[config.mk]
export PLATFORM = sky130hd
export DESIGN_NAME = float_format_converter_top
export DESIGN_NICKNAME = d
export VERILOG_FILES = /design/src/hdl/ffc_pkg.sv /design/src/hdl/ffc_unpack.sv /design/src/hdl/ffc_range.sv /design/src/hdl/ffc_pack.sv /design/src/hdl/float_format_converter_top.sv
export SDC_FILE = /design/constraint.sdc
export NUM_CORES = 1
export LEC_CHECK = 0
export BUFFER_PORTS_ARGS = -buffer_cell sky130_fd_sc_hd__buf_2
export CAP_MARGIN = 20
export CORE_ASPECT_RATIO = 0.8
export CORE_MARGIN = 2
export CORE_UTILIZATION = 52
export CTS_CLUSTER_SIZE = 24
export DETAILED_ROUTE_END_ITERATION = 10
export HOLD_SLACK_MARGIN = 0.12
export PLACE_DENSITY = 0.85
export RECOVER_POWER = 50
export SYNTH_ARGS = -nofsm -noshare
export SYNTH_HDL_FRONTEND = slang
export SYNTH_HIERARCHICAL = 1
export SYNTH_SLANG_ARGS = --single-unit
[constraint.sdc]
create_clock -name clk -period 3.8 [get_ports clk]
set_input_delay 0.76 -clock clk [delete_from_list [all_inputs] [get_ports clk]]
set_output_delay 0.76 -clock clk [all_outputs]
set_load 0.05 [all_outputs]
[src/hdl/ffc_pkg.sv]
`timescale 1ns / 1ps
// ffc_pkg: request/response payload types, format codes and stage records
// for the float format converter. No dependencies.
package ffc_pkg;

	localparam logic [1:0] FMT_SINGLE = 2'd0;
	localparam logic [1:0] FMT_DOUBLE = 2'd1;
	localparam logic [1:0] FMT_EXT    = 2'd2;

	localparam logic [1:0] CLS_ZERO = 2'd0;
	localparam logic [1:0] CLS_NORM = 2'd1;
	localparam logic [1:0] CLS_INF  = 2'd2;
	localparam logic [1:0] CLS_NAN  = 2'd3;

	localparam logic signed [15:0] SGL_BIAS = 16'sd127;
	localparam logic signed [15:0] SGL_EMIN = -16'sd126;
	localparam logic signed [15:0] DBL_BIAS = 16'sd1023;
	localparam logic signed [15:0] DBL_EMIN = -16'sd1022;
	localparam logic signed [15:0] EXT_BIAS = 16'sd16383;
	localparam logic signed [15:0] EXT_EMIN = -16'sd16382;

	localparam logic [7:0]  SGL_EALL = 8'hff;
	localparam logic [10:0] DBL_EALL = 11'h7ff;
	localparam logic [14:0] EXT_EALL = 15'h7fff;

	typedef struct packed {
		logic [1:0]  kind;
		logic [1:0]  target_format;
		logic [63:0] in_mantissa;
		logic [15:0] in_sign_exponent;
	} ffc_req_t;

	typedef struct packed {
		logic [63:0] out_mantissa;
		logic [15:0] out_sign_exponent;
	} ffc_rsp_t;

	// Unpacked value after stage 1
	typedef struct packed {
		logic [1:0]         tgt;
		logic [1:0]         cls;
		logic               sign;
		logic signed [15:0] exp;
		logic [63:0]        sig;
	} ffc_unp_t;

	// Target-range decision after stage 2
	typedef struct packed {
		logic [1:0]  tgt;
		logic [1:0]  cls;
		logic        sign;
		logic [14:0] bexp;
		logic [62:0] frac;
		logic [7:0]  payload;
	} ffc_rng_t;

endpackage

[src/hdl/ffc_unpack.sv]
`timescale 1ns / 1ps
// ffc_unpack: stage 1, splits a raw single/double/extended request into
// class, sign, unbiased exponent and 64-bit significand. Uses ffc_pkg.
module ffc_unpack (
	input  logic            clk,
	input  logic            arst_n,
	input  logic            en,
	input  logic            valid_in,
	input  ffc_pkg::ffc_req_t req,
	output logic            valid_s1,
	output ffc_pkg::ffc_unp_t unp_s1
);
	import ffc_pkg::*;

	ffc_unp_t   u;
	logic [7:0]  s_e;
	logic [22:0] s_f;
	logic [10:0] d_e;
	logic [51:0] d_f;
	logic [14:0] x_e;

	always_comb begin
		s_e = req.in_mantissa[30:23];
		s_f = req.in_mantissa[22:0];
		d_e = req.in_mantissa[62:52];
		d_f = req.in_mantissa[51:0];
		x_e = req.in_sign_exponent[14:0];
		u.tgt  = req.target_format;
		u.cls  = CLS_ZERO;
		u.sign = 1'b0;
		u.exp  = '0;
		u.sig  = '0;
		unique case (req.kind)
			FMT_SINGLE: begin
				u.sign = req.in_mantissa[31];
				if (s_e == SGL_EALL) begin
					u.cls = (s_f == '0) ? CLS_INF : CLS_NAN;
					u.sig = {41'b0, 1'b0, s_f[21:0]};
				end else if (s_e != '0) begin
					u.cls = CLS_NORM;
					u.exp = $signed({8'b0, s_e}) - SGL_BIAS;
					u.sig = {1'b1, s_f, 40'b0};
				end
			end
			FMT_DOUBLE: begin
				u.sign = req.in_mantissa[63];
				if (d_e == DBL_EALL) begin
					u.cls = (d_f == '0) ? CLS_INF : CLS_NAN;
					u.sig = {12'b0, 1'b0, d_f[50:0]};
				end else if (d_e != '0) begin
					u.cls = CLS_NORM;
					u.exp = $signed({5'b0, d_e}) - DBL_BIAS;
					u.sig = {1'b1, d_f, 11'b0};
				end
			end
			default: begin
				// extended, and the unused selector code
				u.sign = req.in_sign_exponent[15];
				if (x_e == EXT_EALL) begin
					u.cls = (req.in_mantissa[62:0] == '0) ? CLS_INF : CLS_NAN;
					u.sig = {2'b0, req.in_mantissa[61:0]};
				end else if (x_e != '0 && req.in_mantissa[63]) begin
					u.cls = CLS_NORM;
					u.exp = $signed({1'b0, x_e}) - EXT_BIAS;
					u.sig = req.in_mantissa;
				end
			end
		endcase
	end

	always_ff @(posedge clk or negedge arst_n) begin
		if (!arst_n) begin
			valid_s1 <= 1'b0;
		end else if (en) begin
			valid_s1 <= valid_in;
		end
	end

	always_ff @(posedge clk) begin
		if (en) begin
			unp_s1 <= u;
		end
	end

endmodule

[src/hdl/ffc_range.sv]
`timescale 1ns / 1ps
// ffc_range: stage 2, checks the exponent against the target range and
// forms the biased exponent and NaN payload. Uses ffc_pkg.
module ffc_range (
	input  logic            clk,
	input  logic            arst_n,
	input  logic            en,
	input  logic            valid_in,
	input  ffc_pkg::ffc_unp_t unp,
	output logic            valid_s2,
	output ffc_pkg::ffc_rng_t rng_s2
);
	import ffc_pkg::*;

	ffc_rng_t           r;
	logic signed [15:0] bias;
	logic signed [15:0] emin;
	logic signed [15:0] biased;

	always_comb begin
		unique case (unp.tgt)
			FMT_SINGLE: begin
				bias = SGL_BIAS;
				emin = SGL_EMIN;
			end
			FMT_DOUBLE: begin
				bias = DBL_BIAS;
				emin = DBL_EMIN;
			end
			default: begin
				bias = EXT_BIAS;
				emin = EXT_EMIN;
			end
		endcase
		biased = unp.exp + bias;

		r.tgt     = unp.tgt;
		r.sign    = unp.sign;
		r.bexp    = biased[14:0];
		r.frac    = unp.sig[62:0];
		r.payload = (unp.sig[7:0] == '0) ? 8'd1 : unp.sig[7:0];
		// max exponent equals the bias for every target
		priority if (unp.cls == CLS_NAN) begin
			r.cls = CLS_NAN;
		end else if (unp.cls == CLS_INF || (unp.cls == CLS_NORM && unp.exp > bias)) begin
			r.cls = CLS_INF;
		end else if (unp.cls == CLS_NORM && unp.exp >= emin) begin
			r.cls = CLS_NORM;
		end else begin
			r.cls = CLS_ZERO;
		end
	end

	always_ff @(posedge clk or negedge arst_n) begin
		if (!arst_n) begin
			valid_s2 <= 1'b0;
		end else if (en) begin
			valid_s2 <= valid_in;
		end
	end

	always_ff @(posedge clk) begin
		if (en) begin
			rng_s2 <= r;
		end
	end

endmodule

[src/hdl/ffc_pack.sv]
`timescale 1ns / 1ps
// ffc_pack: stage 3, encodes the range-checked value in the target format
// into the output register. Uses ffc_pkg.
module ffc_pack (
	input  logic            clk,
	input  logic            arst_n,
	input  logic            en,
	input  logic            valid_in,
	input  ffc_pkg::ffc_rng_t rng,
	output logic            valid_s3,
	output ffc_pkg::ffc_rsp_t rsp_s3
);
	import ffc_pkg::*;

	ffc_rsp_t o;

	always_comb begin
		o = '0;
		unique case (rng.tgt)
			FMT_SINGLE: begin
				o.out_mantissa[31] = rng.sign;
				unique case (rng.cls)
					CLS_NAN:  o.out_mantissa[30:0] = {SGL_EALL, 1'b1, 14'b0, rng.payload};
					CLS_INF:  o.out_mantissa[30:0] = {SGL_EALL, 23'b0};
					CLS_NORM: o.out_mantissa[30:0] = {rng.bexp[7:0], rng.frac[62:40]};
					default:  o.out_mantissa[30:0] = '0;
				endcase
			end
			FMT_DOUBLE: begin
				o.out_mantissa[63] = rng.sign;
				unique case (rng.cls)
					CLS_NAN:  o.out_mantissa[62:0] = {DBL_EALL, 1'b1, 43'b0, rng.payload};
					CLS_INF:  o.out_mantissa[62:0] = {DBL_EALL, 52'b0};
					CLS_NORM: o.out_mantissa[62:0] = {rng.bexp[10:0], rng.frac[62:11]};
					default:  o.out_mantissa[62:0] = '0;
				endcase
			end
			default: begin
				o.out_sign_exponent[15] = rng.sign;
				unique case (rng.cls)
					CLS_NAN: begin
						o.out_sign_exponent[14:0] = EXT_EALL;
						o.out_mantissa = {2'b11, 54'b0, rng.payload};
					end
					CLS_INF: begin
						o.out_sign_exponent[14:0] = EXT_EALL;
						o.out_mantissa = {1'b1, 63'b0};
					end
					CLS_NORM: begin
						o.out_sign_exponent[14:0] = rng.bexp;
						o.out_mantissa = {1'b1, rng.frac};
					end
					default: begin
						o.out_mantissa = '0;
					end
				endcase
			end
		endcase
	end

	always_ff @(posedge clk or negedge arst_n) begin
		if (!arst_n) begin
			valid_s3 <= 1'b0;
		end else if (en) begin
			valid_s3 <= valid_in;
		end
	end

	always_ff @(posedge clk) begin
		if (en) begin
			rsp_s3 <= o;
		end
	end

endmodule

[src/hdl/float_format_converter_top.sv]
`timescale 1ns / 1ps
// float_format_converter_top: single/double/extended format converter.
// A request passes the unpack, range and pack stage registers to its response.
// One request per cycle when not stalled; a stage register loads when empty or
// when the stage after it moves, so bubbles close up under a downstream stall.
// Reset clears the three stage valid bits; data registers are not reset.
module float_format_converter_top (
	input  logic              clk,
	input  logic              arst_n,
	input  logic              src_valid,
	output logic              src_stall,
	input  ffc_pkg::ffc_req_t src,
	output logic              dst_valid,
	input  logic              dst_stall,
	output ffc_pkg::ffc_rsp_t dst
);
	import ffc_pkg::*;

	logic     valid_s1;
	logic     valid_s2;
	logic     valid_s3;
	logic     en1;
	logic     en2;
	logic     en3;
	ffc_unp_t unp_s1;
	ffc_rng_t rng_s2;

	// advance a stage when it is empty or its contents move on
	assign en3       = !valid_s3 || !dst_stall;
	assign en2       = !valid_s2 || en3;
	assign en1       = !valid_s1 || en2;
	assign src_stall = !en1;
	assign dst_valid = valid_s3;

	ffc_unpack u_unpack (
		.clk      (clk),
		.arst_n   (arst_n),
		.en       (en1),
		.valid_in (src_valid),
		.req      (src),
		.valid_s1 (valid_s1),
		.unp_s1   (unp_s1)
	);

	ffc_range u_range (
		.clk      (clk),
		.arst_n   (arst_n),
		.en       (en2),
		.valid_in (valid_s1),
		.unp      (unp_s1),
		.valid_s2 (valid_s2),
		.rng_s2   (rng_s2)
	);

	ffc_pack u_pack (
		.clk      (clk),
		.arst_n   (arst_n),
		.en       (en3),
		.valid_in (valid_s2),
		.rng      (rng_s2),
		.valid_s3 (valid_s3),
		.rsp_s3   (dst)
	);

endmodule

==> reports/summary.txt <==
fmax: 333 MHz
Slew HR: -0.372
final hold slack: 413 ps
Starting Density: 0.531
H-tree depth: 1
syn nets: 1,007
Crit Path Max Fanout: 30
initial antenna violation count: 0
kind of critical path: reg -> reg
post-synthesis average cell area: 13.3 um2
nets: 1,156
routability-driven placement congestion ratio: 0.947
Clk Tree Root Cell: clkbuf_16
CP max stage delay: 940 ps
CP arrival: 3330 ps
Cell Area, Synth: 12,000 um2
Vias/cell: 6.28
Place WS: 679 ps
PnR worst setup slack: 800 ps
Worst-Skew Late Latency: 520 ps
worst hold path class: reg -> reg
Fin. Hold Viols: 0
drt total wl: 30.7 mm
Fin Setup TNS: 0 ps
Routed Antenna Nets: 0
CP endpoint kind: flip-flop
CP required: 4140 ps
worst-margin pin slew: 2060 ps
All-Layer GR Usage: 0.253
Int Power: 5.93 mW
total CTS buffers: 24
final worst path period share: 0.789
Clk pin slew, worst setup/hold paths: 60 ps
Core Util, Final: 0.614
outcome: complete, but fails checks
Port Buf Inserts: 169
Layout Area Growth over Synthesis: 15.8%
FF-to-FF Start: u_range/rng_s2[90]$_DFFE_PP_
# setup viols final: 0
largest net degree at the start of global routing: 92
wire length per cell: 22.4 um
Sink Count: 258
CTS tree: built
clk buf depth: 3
die height: 140 um
layout cells sized above 1: 0.205
chip width: 174 um
power per standard cell area: 632 nW/um2
via count: 8,613
min cycle time layout: 3000 ps
YS warnings: 6
Worst Setup Start Kind: flip-flop
critical hold path startpoint: u_unpack/unp_s1[57]$_DFFE_PP_
row count: 49
total iterations of the first detailed-routing run: 11
Layout Skew: 12.1 ps
total power: 8.77 mW
RSZ-0062 raised after global routing: no
first-pass GRT wire length: 47.0 mm
Clock power frac: 0.298
Cells after Synth: 899
Core ar.: 22,600 um2
register share of total power: 0.477
die area: 24,300 um2
gr ovfl total: 0
fraction of power spent switching nets: 0.323
Leakage: 5.55 nW
Comb pwr share: 0.225
worst-case vdd ir drop: 0.289 mV
iteration-0 DRC count of the detailed router: 1,628
Max-cap violations: 1
NetSw: 2.83 mW
failing checks: DRC, capacitance limit, slew limit
HPWL after detailed placement: 22.7 mm
Max Slew Vio Count: 86
slowest CP cell: edfxtp_1
crit path from: u_range/rng_s2[90]$_DFFE_PP_
DRC viols: 6
# IOs: 170
Ant. Diodes: 0
vias in the first global route: 7,852
crit path cell chain: clkbuf_1, nand2_1, o22a_1, o21ai_1
==> path summary, 6_finish.rpt <==
kind	to	slack, ps	depth (start not counted)
max	u_pack/rsp_s3[20]$_DFFE_PP_	800	4
min	u_range/rng_s2[65]$_DFFE_PP_	410	0
max reg2reg	u_pack/rsp_s3[20]$_DFFE_PP_	800	4
min reg2reg	u_range/rng_s2[65]$_DFFE_PP_	410	0
max in group asynchronous	u_range/valid_s2$_DFFE_PN0P_	3070	2
min in group asynchronous	u_unpack/valid_s1$_DFFE_PN0P_	570	2
==> worst max-delay path, delay by kind of cell (launching register included) <==
family	cells	cell delay, ps
DFF	1	940
and+or+nand+nor	1	560
buffers and inverters	1	850
AOI/OAI and AO/OA	2	450
==> flip-flops by register name, summed over array words and instances, names as in the netlist <==
register,cells
u_range/rng_s2,91
u_unpack/unp_s1,84
u_pack/rsp_s3,80
u_pack/valid_s3,1
u_range/valid_s2,1
u_unpack/valid_s1,1
==> power by group through the flow <==
stage	sequential (mW)	clock (mW)	combinational, mW
3_5_place_dp	4.22	0	1.95
6_report	4.19	2.61	1.97
4_1_cts	4.17	2.65	1.96
3_3_place_gp	4.20	0	1.92
2_1_floorplan	4.78	0	0.794
5_1_grt	4.24	2.74	2.07
==> per-stage QoR <==
stage,cells,cell area (um2)
2_1_floorplan,899,12000
3_3_place_gp,1326,13000
3_5_place_dp,1326,13000
4_1_cts,1371,13900
5_1_grt,1372,13900
6_report,1372,13900
==> area by class of cell <==
type / instances / area [um2]
clock buffer: 27 / 633
clock inverter: 17 / 245
fill: 1737 / 8700
inverter: 41 / 154
multi-input combinational: 541 / 3800
sequential: 258 / 7730
tap: 306 / 383
timing repair buffer: 182 / 917
==> layout by cell type (no fill, tap or decap), drive strengths merged, types with 6 or more instances in the layout <==
master,count
a211oi,11
a21oi,21
a222oi,21
a22o,36
a22oi,31
and2,14
buf,155
bufinv,6
clkbuf,53
clkinv,10
edfxtp,255
ha,20
inv,41
mux2i,29
nand2,56
nand3,23
nand3b,8
nand4,14
nor2,48
nor2b,19
nor3,9
nor4,21
o211ai,7
o21ai,46
o22a,7
xnor2,16
xor2,20
==> per-layer routing <==
| layer | GRT usage | wire length, um | vias to the layer above |
|---|---|---|---|
| li1 | - | - | 3778 |
| met5 | 0 | 0 | - |
| met3 | 0.0418 | 4260 | 86 |
| met1 | 0.415 | 13600 | 4014 |
| met4 | 0.0721 | 977 | 0 |
| met2 | 0.342 | 11900 | 735 |
==> what timing repair did <==
action | CTS | global route
resized for setup | 0 | 0
endpoints found under the hold margin | 3 | 0
hold buffers | 1 | 0
buffers inserted | 0 | 0
Note: power is estimated with default switching activity, not from simulation.
